File: config.mk
export PLATFORM = sky130hd
export DESIGN_NAME = seat_occupancy_bitmap_top
export DESIGN_NICKNAME = d
export VERILOG_FILES = /design/src/design/sob_pkg.sv /design/src/design/seat_occupancy_bitmap_top.sv /design/src/design/sob_map.sv
export SDC_FILE = /design/constraint.sdc
export NUM_CORES = 1
export LEC_CHECK = 0
export BUFFER_PORTS_ARGS = -buffer_cell sky130_fd_sc_hd__buf_2
export CAP_MARGIN = 25
export CORE_UTILIZATION = 41
export CTS_CLUSTER_SIZE = 28
export DETAILED_ROUTE_END_ITERATION = 6
export HOLD_SLACK_MARGIN = 0.1
export REMOVE_ABC_BUFFERS = 1
export SKIP_CTS_REPAIR_TIMING = 1
export SYNTH_ARGS = -nofsm -noshare
export SYNTH_HDL_FRONTEND = slang
export SYNTH_SLANG_ARGS = --single-unit
export TNS_END_PERCENT = 10
File: constraint.sdc
create_clock -name i_clk -period 9 [get_ports i_clk]
set_clock_uncertainty 0.15 [all_clocks]
set_input_delay 2.7 -clock i_clk [delete_from_list [all_inputs] [get_ports i_clk]]
set_output_delay 2.7 -clock i_clk [all_outputs]
set_load 0.03 [all_outputs]
File: src/design/sob_pkg.sv
// ----------------------------------------------------------------------------
// sob_pkg
// Shared codes and types for the seat occupancy bitmap block
// ----------------------------------------------------------------------------
package sob_pkg;

    localparam logic [1:0] REQ_OCCUPY  = 2'd0;
    localparam logic [1:0] REQ_RELEASE = 2'd1;
    localparam logic [1:0] REQ_LIST    = 2'd2;

    localparam logic [1:0] KIND_MARK = 2'd0;
    localparam logic [1:0] KIND_FWD  = 2'd1;
    localparam logic [1:0] KIND_BWD  = 2'd2;
    localparam logic [1:0] KIND_END  = 2'd3;

    localparam logic [1:0] ST_DONE     = 2'd0;
    localparam logic [1:0] ST_OCCUPIED = 2'd1;
    localparam logic [1:0] ST_FREE     = 2'd2;
    localparam logic [1:0] ST_RANGE    = 2'd3;

    localparam logic [5:0] LIST_COUNT_RESET = 6'd10;
    localparam logic [4:0] PASS_CAP         = 5'd31;

    typedef struct packed {
        logic set;
        logic clr;
    } t_map_cmd;

endpackage

File: src/design/seat_occupancy_bitmap_top.sv
// ----------------------------------------------------------------------------
// seat_occupancy_bitmap_top
// Seat occupancy bitmap with occupy, release and free-seat listing
// ----------------------------------------------------------------------------
// One transaction is handled at a time; s_axis_tready is high only while idle.
// Occupy, release and unknown requests go from acceptance through the mark
// state to the status result. A list request walks the map one seat per cycle,
// while the output register can take each free seat found, through the
// single bit-test port: the forward pass and then the backward pass each
// examine seats until list_count (capped at 31) free seats are found or the
// map ends, and an end marker follows. Results leave through one output
// register. The map is cleared by a synchronous reset.
// ----------------------------------------------------------------------------
module seat_occupancy_bitmap_top #(
    parameter int CARS          = 3,
    parameter int SEATS_PER_CAR = 15
) (
    input  logic       i_clk,
    input  logic       i_rst_n,
    input  logic       i_cfg_we,
    input  logic [5:0] i_cfg_wdata,
    input  logic       s_axis_tvalid,
    output logic       s_axis_tready,
    input  logic [7:0] s_axis_tdata,   // car_index[1:0], seat_index[5:2], zero[7:6]
    input  logic [1:0] s_axis_tuser,   // req_type[1:0]
    output logic       m_axis_tvalid,
    input  logic       m_axis_tready,
    output logic [7:0] m_axis_tdata,   // status[1:0], car_out[3:2], seat_out[7:4]
    output logic [1:0] m_axis_tuser,   // kind[1:0]
    output logic       m_axis_tlast
);
    import sob_pkg::*;

    localparam int CW = (CARS > 1) ? $clog2(CARS) : 1;
    localparam int SW = (SEATS_PER_CAR > 1) ? $clog2(SEATS_PER_CAR) : 1;
    localparam logic [CW-1:0] CarLast  = CW'(CARS - 1);
    localparam logic [SW-1:0] SeatLast = SW'(SEATS_PER_CAR - 1);
    localparam logic [4:0] CarsLim  = 5'(CARS);
    localparam logic [6:0] SeatsLim = 7'(SEATS_PER_CAR);

    localparam logic [2:0] S_IDLE = 3'd0;
    localparam logic [2:0] S_MARK = 3'd1;
    localparam logic [2:0] S_FWD  = 3'd2;
    localparam logic [2:0] S_BWD  = 3'd3;
    localparam logic [2:0] S_END  = 3'd4;

    logic [2:0]    r_state, n_state;
    logic [1:0]    r_req;
    logic          r_oor;
    logic [CW-1:0] r_car, n_car;
    logic [SW-1:0] r_seat, n_seat;
    logic [4:0]    r_found, n_found;
    logic [5:0]    r_list_count;

    logic       r_out_valid;
    logic [1:0] r_out_kind, r_out_status, r_out_car;
    logic [3:0] r_out_seat;
    logic       r_out_last;

    logic       push;
    logic [1:0] push_kind, push_status;
    logic       push_last;
    logic       out_free;
    logic       occupied;
    t_map_cmd   map_cmd;
    logic [4:0] limit;
    logic       emit, at_last, at_first, pass_done;
    logic [7:0] car8;
    logic [7:0] seat8;
    logic [7:0] in_car8;
    logic [7:0] in_seat8;
    logic       in_oor;

    sob_map #(
        .CARS          (CARS),
        .SEATS_PER_CAR (SEATS_PER_CAR),
        .CW            (CW),
        .SW            (SW)
    ) u_map (
        .i_clk      (i_clk),
        .i_rst_n    (i_rst_n),
        .i_car      (r_car),
        .i_seat     (r_seat),
        .i_cmd      (map_cmd),
        .o_occupied (occupied)
    );

    assign s_axis_tready = (r_state == S_IDLE);
    assign out_free      = !r_out_valid || m_axis_tready;
    assign limit         = (r_list_count > 6'(PASS_CAP)) ? PASS_CAP : r_list_count[4:0];
    assign emit          = !occupied && (r_found != limit);
    assign at_last       = (r_car == CarLast) && (r_seat == SeatLast);
    assign at_first      = (r_car == '0) && (r_seat == '0);
    assign car8          = 8'(r_car);
    assign seat8         = 8'(r_seat);
    assign in_car8       = {6'd0, s_axis_tdata[1:0]};
    assign in_seat8      = {4'd0, s_axis_tdata[5:2]};
    assign in_oor        = ({3'd0, s_axis_tdata[1:0]} >= CarsLim)
                        || ({3'd0, s_axis_tdata[5:2]} >= SeatsLim);

    always_comb begin
        n_state     = r_state;
        n_car       = r_car;
        n_seat      = r_seat;
        n_found     = r_found;
        push        = 1'b0;
        push_kind   = KIND_MARK;
        push_status = ST_DONE;
        push_last   = 1'b0;
        map_cmd     = '0;
        pass_done   = at_last || (r_found == limit)
                   || (emit && (r_found + 5'd1 == limit));
        unique case (r_state)
            S_IDLE: begin
                if (s_axis_tvalid) begin
                    n_car   = in_car8[CW-1:0];
                    n_seat  = in_seat8[SW-1:0];
                    n_found = '0;
                    n_state = (s_axis_tuser == REQ_LIST) ? S_FWD : S_MARK;
                    if (s_axis_tuser == REQ_LIST) begin
                        n_car  = '0;
                        n_seat = '0;
                    end
                end
            end
            S_MARK: begin
                if (out_free) begin
                    push      = 1'b1;
                    push_kind = KIND_MARK;
                    push_last = 1'b1;
                    n_state   = S_IDLE;
                    case (r_req)
                        REQ_OCCUPY: begin
                            push_status = r_oor ? ST_RANGE
                                        : (occupied ? ST_OCCUPIED : ST_DONE);
                            map_cmd.set = !r_oor && !occupied;
                        end
                        REQ_RELEASE: begin
                            push_status = r_oor ? ST_RANGE
                                        : (occupied ? ST_DONE : ST_FREE);
                            map_cmd.clr = !r_oor && occupied;
                        end
                        default: begin
                            push_status = ST_RANGE;
                        end
                    endcase
                end
            end
            S_FWD: begin
                if (!emit || out_free) begin
                    push      = emit;
                    push_kind = KIND_FWD;
                    if (emit) begin
                        n_found = r_found + 5'd1;
                    end
                    if (pass_done) begin
                        n_state = S_BWD;
                        n_car   = CarLast;
                        n_seat  = SeatLast;
                        n_found = '0;
                    end else if (r_seat == SeatLast) begin
                        n_seat = '0;
                        n_car  = r_car + CW'(1);
                    end else begin
                        n_seat = r_seat + SW'(1);
                    end
                end
            end
            S_BWD: begin
                pass_done = at_first || (r_found == limit)
                         || (emit && (r_found + 5'd1 == limit));
                if (!emit || out_free) begin
                    push      = emit;
                    push_kind = KIND_BWD;
                    if (emit) begin
                        n_found = r_found + 5'd1;
                    end
                    if (pass_done) begin
                        n_state = S_END;
                    end else if (r_seat == '0) begin
                        n_seat = SeatLast;
                        n_car  = r_car - CW'(1);
                    end else begin
                        n_seat = r_seat - SW'(1);
                    end
                end
            end
            S_END: begin
                if (out_free) begin
                    push      = 1'b1;
                    push_kind = KIND_END;
                    push_last = 1'b1;
                    n_state   = S_IDLE;
                end
            end
            default: begin
                n_state = S_IDLE;
            end
        endcase
    end

    always_ff @(posedge i_clk) begin
        if (!i_rst_n) begin
            r_state      <= S_IDLE;
            r_list_count <= LIST_COUNT_RESET;
            r_out_valid  <= 1'b0;
        end else begin
            r_state <= n_state;
            if (i_cfg_we) begin
                r_list_count <= i_cfg_wdata;
            end
            if (push) begin
                r_out_valid <= 1'b1;
            end else if (m_axis_tready) begin
                r_out_valid <= 1'b0;
            end
        end
    end

    always_ff @(posedge i_clk) begin
        r_car   <= n_car;
        r_seat  <= n_seat;
        r_found <= n_found;
        if (r_state == S_IDLE && s_axis_tvalid) begin
            r_req <= s_axis_tuser;
            r_oor <= in_oor;
        end
        if (push) begin
            r_out_kind   <= push_kind;
            r_out_status <= push_status;
            r_out_last   <= push_last;
            if (push_kind == KIND_FWD || push_kind == KIND_BWD) begin
                r_out_car  <= car8[1:0];
                r_out_seat <= seat8[3:0];
            end else begin
                r_out_car  <= '0;
                r_out_seat <= '0;
            end
        end
    end

    assign m_axis_tvalid = r_out_valid;
    assign m_axis_tdata  = {r_out_seat, r_out_car, r_out_status};
    assign m_axis_tuser  = r_out_kind;
    assign m_axis_tlast  = r_out_last;

endmodule

File: src/design/sob_map.sv
// ----------------------------------------------------------------------------
// sob_map
// Occupancy bitmap, one word per car, with a single seat test and update port
// ----------------------------------------------------------------------------
module sob_map #(
    parameter int CARS          = 3,
    parameter int SEATS_PER_CAR = 15,
    parameter int CW            = 2,
    parameter int SW            = 4
) (
    input  logic              i_clk,
    input  logic              i_rst_n,
    input  logic [CW-1:0]     i_car,
    input  logic [SW-1:0]     i_seat,
    input  sob_pkg::t_map_cmd i_cmd,
    output logic              o_occupied
);
    import sob_pkg::*;

    logic [SEATS_PER_CAR-1:0] r_map [CARS];

    assign o_occupied = r_map[i_car][i_seat];

    always_ff @(posedge i_clk) begin
        if (!i_rst_n) begin
            for (int c = 0; c < CARS; c++) begin
                r_map[c] <= '0;
            end
        end else if (i_cmd.set) begin
            r_map[i_car][i_seat] <= 1'b1;
        end else if (i_cmd.clr) begin
            r_map[i_car][i_seat] <= 1'b0;
        end
    end

endmodule

==> flow_summary_export.csv, run 1 <==
group,metric,value,unit
grt,track_usage,0.209,
setup_path,worstPathCellList,"buf_2, buf_4, and3_1, nand2_1, nor4_1, nand2_1",
cells_and_area,nets,602,
die,start_util,0.424,
timing,min_period,4.88,ns
timing,drv_slew,0,
timing,worst_pin_slew,1.07,ns
status,outcome,"finished clean",
logic_synthesis,synth_edf_count,85,
timing,rsz0062_at_grt,"false",
setup_path,crit_path_start_kind,"input port",
hold_path,hp-start,"r_list_count[2]",
setup_path,arrival,4.79,ns
die,die_h,119,um
logic_synthesis,ys_types,63,
detailed_routing,drtPass1Iterations,5,
logic_synthesis,yosys_warnings,0,
die,die_w,119,um
timing,final.setup.tns,0,ns
setup_path,timing.rr.end,"u_map.r_map[0][4]",
timing,fin_crit_sh,0.542,
timing,setup_viol,0,
hold_path,hp-class,"reg -> reg",
clocking,cts_sinks,97,
setup_path,r2r_cells,7,
die,io_pins,34,
timing,max_slew_margin,0.281,
pwr,total_power,1.36,mW
pwr,pwr_density_cell,221,nW/um^2
cells_and_area,drive_gt1_frac,0.113,
cells_and_area,final_common_cell,"edfxtp_1",
place,io_buffer_count,31,
cells_and_area,fin_area,6150,um^2
logic_synthesis,ys_seq_elements,97,
timing,hold_viol,0,
setup_path,critPathKind,"in -> reg",
setup_path,rrSetupSlack,5.05,ns
place,place_area,5820,um^2
setup_path,max_stage_delay,0.85,ns
die,dieArea,14200,um^2
grt,grt_pass1_vias,4244,
clocking,cts_buffers,9,
grt,antenna_found_initial,0,
grt,grt_max_degree,52,
logic_synthesis,synth_ff_type,"edfxtp_1",
clocking,cts.clk_slew.worst_paths,0.07,ns
clocking,cts.htree.levels,3,
setup_path,cp.required,8.92,ns
cells_and_area,layout_common_cells,"edfxtp_1 (85), nor2_1 (83), nand2_1 (78), o21ai_0 (35), buf_2 (31)",
clocking,root_buffer,"clkbuf_16",
setup_path,slowest_stage,"nor4_1",
detailed_routing,vias_per_cell,5.90,
logic_synthesis,syn-cell-area,5630,um^2
setup_path,crit_path_max_fanout,51,
logic_synthesis,ys_async_sr_fraction,0,
clocking,cts_max_path_buffers,2,
pwr,irDropWorstVdd,0.000118,V
detailed_routing,ant_nets,0,
die,rows,42,
detailed_routing,drt-total-wl,14.3,mm
detailed_routing,vias,4437,
grt,grt_pass1_wl,22.7,mm
hold_path,min_path_cells,2,
detailed_routing,drt-initial-drc-count,393,
timing,max_freq,205,MHz
place,place_ws,3.86,ns
logic_synthesis,synth_seq_area_share,0.496,
grt,grt_overflow_total,0,
setup_path,critical_path.most_common_cell,"nand2_1",
die,fp.coreArea,13300,um^2
pwr,power_leakage,2.19,nW
cells_and_area,area_growth_syn_to_layout,9.13,%
detailed_routing,drc,0,
setup_path,cp-end-kind,"register",
timing,finalWorstSetupSlack,4.12,ns
detailed_routing,wire_per_inst,19.0,um
place,place.gp.congestion,0.851,
place,hpwl,9.89,mm
flow_run,drv_cap,0,
cells_and_area,antenna_cells,0,
clocking,cts_tree,"built",
logic_synthesis,syn_inst,566,
clocking,clock_latency,0.35,ns
setup_path,reg2reg_from,"r_seat[2]",
logic_synthesis,synth_area_per_cell,9.95,um^2
hold_path,min_to,"r_list_count[2]",
==> synthesized netlist by cell type, types with 6 or more instances <==
master | number | area, um^2
nand2_1 | 78 | 293
and3_1 | 10 | 62.6
nor2_1 | 83 | 312
dfxtp_1 | 12 | 240
xnor2_1 | 11 | 96.3
edfxtp_1 | 85 | 2550
inv_1 | 11 | 41.3
buf_2 | 6 | 30.0
nor2b_1 | 8 | 50.1
o31ai_1 | 18 | 135
o21ai_0 | 35 | 175
nor3_1 | 21 | 105
nand3_1 | 11 | 55.1
o21a_1 | 6 | 45.0
mux2i_1 | 29 | 290
buf_4 | 6 | 45.0
a22oi_1 | 9 | 67.6
ha_1 | 10 | 125
clkbuf_1 | 24 | 90.1
a21oi_1 | 12 | 60.1
==> report_power, final <==
| group | internal, mW | switching [mW] | leakage [nW] |
|---|---|---|---|
| Clock | 0.244 | 0.174 | 0.153 |
| Combinational | 0.129 | 0.236 | 1.05 |
| Sequential | 0.529 | 0.0476 | 0.985 |
==> critical path: cells and delay by family <==
family        cells  cell delay [ns]
simple gates      4             1.55
buf+inv           2             0.52
==> worst max path at each step <==
stage	slack [ns]	start	cells past startpoint	end
floorplan	4.64	m_axis_tready	6	register
global placement	3.89	i_rst_n	6	u_map.r_map[3][7]
detailed placement	3.86	i_rst_n	6	u_map.r_map[3][4]
CTS	4.21	i_rst_n	6	u_map.r_map[3][4]
global route	4.07	i_rst_n	6	u_map.r_map[3][6]
finish	4.12	i_rst_n	6	u_map.r_map[3][4]
==> logic make-up (layout without fill, tap and decap cells) <==
kind of cell               after synthesis  count (layout)  share of synthesized area
and+or+nand+nor                        237             237                      0.192
adders and majority gates               10              10                     0.0222
AOI/OAI and AO/OA                      119             119                      0.145
muxes                                   37              37                     0.0755
DFF                                     97              97                      0.496
xor gates and xnor gates                14              14                     0.0251
buffers and inverters                   52              62                     0.0440
==> flip-flops by register name (all words and copies together) (netlist names), named ones only <==
register / cells
m_axis_tlast: 1
m_axis_tuser: 2
m_axis_tvalid: 1
r_car: 2
r_found: 5
r_list_count: 6
r_oor: 1
r_out_car: 2
r_out_seat: 4
r_out_status: 2
r_req: 2
r_seat: 4
r_state: 3
u_map.r_map: 60
==> layout make-up <==
cell class,instances,area [um^2]
inverters,12,45.0
repair buffers,34,178
well taps,176,220
clock inverters,7,93.8
multi-input cells,417,2590
clock buffers,9,225
flip-flops and latches,97,2790
fillers,1260,7150
==> per-stage QoR <==
step / hold slack [ns] / utilization / cells
after floorplan: 0.328 / - / 526
after global placement: 0.374 / 0.438 / 735
after detailed placement: 0.394 / 0.438 / 735
after CTS: 0.406 / 0.462 / 751
after global routing: 0.457 / 0.462 / 752
final: 0.399 / 0.462 / 752
==> per-layer routing <==
layer | share of wire | wire (um) | track usage | up-vias
met4 | 0.016 | 234 | 0.0862 | 0
met1 | 0.46 | 6500 | 0.298 | 2174
met2 | 0.47 | 6710 | 0.319 | 180
li1 | - | - | - | 2064
met3 | 0.059 | 837 | 0.0283 | 19
met5 | 0 | 0 | 0 | -
No activity file was read; power rests on OpenSTA's default activity.
==> inputs of run 2 (changes only) <==
- clock period: 9 -> 4.7 ns (I/O delays scaled with it)
==> run 2 against run 1 <==
  * Global-route usage up 0.35 points
  * Critical path depth increased by 2
  * Worst hold slack lost 0.013 ns
  * Sequential share of layout area fell by 0.12 points
  * Wire length down 0.14%
  * Setup slack got worse by 3.3 ns
  * Critical endpoint is now u_map.r_map[2][5]
  * Largest cell class unchanged
  * Largest power group unchanged
  * Highest routed layer unchanged
==> flow_summary_export.csv, run 2 (synthesized netlist as in run 1, its figures left out) <==
group,metric,value,unit
detailed_routing,drt-initial-drc-count,479,
cells_and_area,nets,605,
clocking,cts_max_path_buffers,2,
cells_and_area,largest-register,"u_map.r_map",
clocking,cts_buffers,9,
hold_path,hp-class,"reg -> reg",
flow_run,drv_cap,0,
setup_path,cp-end-kind,"register",
timing,hold_viol,0,
die,rows,42,
die,io_pins,34,
pwr,pwr_density_cell,421,nW/um^2
die,dieArea,14200,um^2
setup_path,arrival,3.95,ns
setup_path,slowest_stage,"edfxtp_1",
clocking,cts_sinks,97,
cells_and_area,layout_common_cells,"edfxtp_1 (85), nor2_1 (83), nand2_1 (78), o21ai_0 (35), buf_2 (31)",
timing,drv_slew,0,
grt,grt_overflow_total,0,
place,io_buffer_count,31,
setup_path,max_stage_delay,0.67,ns
clocking,cts_tree,"built",
grt,antenna_found_initial,0,
detailed_routing,wire_per_inst,18.9,um
timing,setup_viol,0,
timing,fin_crit_sh,0.831,
detailed_routing,vias_per_cell,5.82,
die,fp.coreArea,13300,um^2
pwr,power_leakage,2.20,nW
grt,grt_max_degree,46,
setup_path,crit_path_start_kind,"register",
cells_and_area,final_common_cell,"edfxtp_1",
grt,track_usage,0.213,
cells_and_area,fin_area,6160,um^2
timing,max_freq,256,MHz
cells_and_area,reg_top3,"u_map.r_map x60, r_list_count x6, r_found x5",
cells_and_area,drive_gt1_frac,0.116,
detailed_routing,drtPass1Iterations,6,
clocking,cts.htree.levels,3,
detailed_routing,drc,0,
place,place_area,5850,um^2
place,place_ws,0.806,ns
setup_path,crit_path_max_fanout,14,
timing,min_period,3.91,ns
detailed_routing,ant_nets,0,
grt,grt_pass1_vias,4228,
die,die_h,119,um
timing,fin_worst_hold_slack,0.386,ns
cells_and_area,largest_reg_flops,60,
timing,rsz0062_at_grt,"false",
clocking,clock_latency,0.36,ns
timing,worst_pin_slew,0.776,ns
cells_and_area,fill_cells,1242,
setup_path,critPathKind,"reg -> reg",
setup_path,worstPathCellList,"nor2b_1, a22oi_1, a211o_1, a31oi_1, or2_1, and3b_1, nand2_1, nor2_1",
place,place.gp.congestion,0.856,
status,outcome,"finished clean",
timing,final.setup.tns,0,ns
die,start_util,0.424,
timing,max_slew_margin,0.478,
pwr,irDropWorstVdd,0.000151,V
die,die_w,119,um
detailed_routing,drt-total-wl,14.3,mm
clocking,root_buffer,"clkbuf_16",
clocking,cts.clk_slew.worst_paths,0.06,ns
cells_and_area,area_growth_syn_to_layout,9.42,%
place,hpwl,9.98,mm
timing,finalWorstSetupSlack,0.792,ns
grt,grt_pass1_wl,23.0,mm
cells_and_area,antenna_cells,0,
setup_path,cp.required,4.74,ns
detailed_routing,vias,4395,
==> run 2: cell count changes in the layout (fill, tap and decap cells not counted) <==
| cell | previous run | this run |
|---|---|---|
| buf_4 | 3 | 6 |
| clkbuf_1 | 0 | 2 |
| clkinv_1 | 2 | 1 |
| clkinv_4 | 1 | 0 |
| clkinvlp_4 | 1 | 2 |
| inv_6 | 1 | 0 |
==> run 2: path summary, 6_finish.rpt <==
| path | slack [ns] | endpoint | cells past startpoint | start |
|---|---|---|---|---|
| setup reg to reg | 0.79 | u_map.r_map[2][5] | 8 | r_seat[1] |
| hold reg to reg | 0.39 | r_list_count[2] | 2 | r_list_count[2] |
| hold / removal | 0.39 | r_list_count[2] | 2 | r_list_count[2] |
| setup / recovery | 0.79 | u_map.r_map[2][5] | 8 | r_seat[1] |
==> run 2: through the flow <==
step	utilization	std cells	power (mW)
6_report	0.463	755	2.60
3_3_place_gp	0.440	739	1.81
3_5_place_dp	0.440	739	1.82
4_1_cts	0.463	755	2.60
2_1_floorplan	-	526	1.60
5_1_grt	0.463	755	2.71
==> run 2: where the power goes <==
part | leakage (nW) | total [mW] | internal (mW) | switching (mW)
clock | 0.146 | 0.789 | 0.466 | 0.323
combinational | 1.07 | 0.710 | 0.252 | 0.458
sequential | 0.985 | 1.10 | 1.01 | 0.0825
==> run 2: cell type report <==
cell class / count / area [um^2] / share of cell area
sequential: 97 / 2790 / 0.453
inverter: 12 / 45.0 / 0.00731
clock buffer: 11 / 233 / 0.0378
multi-input combinational: 417 / 2590 / 0.421
clock inverter: 5 / 80.1 / 0.0130
timing repair buffer: 37 / 200 / 0.0325
tap: 176 / 220 / 0.0357
==> run 2: routing by layer <==
layer | up-vias | part of all wire | track usage | wire (um)
met1 | 2143 | 0.45 | 0.309 | 6440
met5 | - | 0 | 0 | 0
li1 | 2064 | - | - | -
met2 | 169 | 0.46 | 0.321 | 6620
met4 | 0 | 0.020 | 0.0910 | 284
met3 | 19 | 0.064 | 0.0225 | 913
==> run 2: critical path: cells and delay by family, from the launching register on <==
| kind | cells | cell delay [ns] |
|---|---|---|
| AO/OA/AOI/OAI | 3 | 0.82 |
| flip-flops | 1 | 0.67 |
| AND/OR/NAND/NOR | 5 | 2.08 |
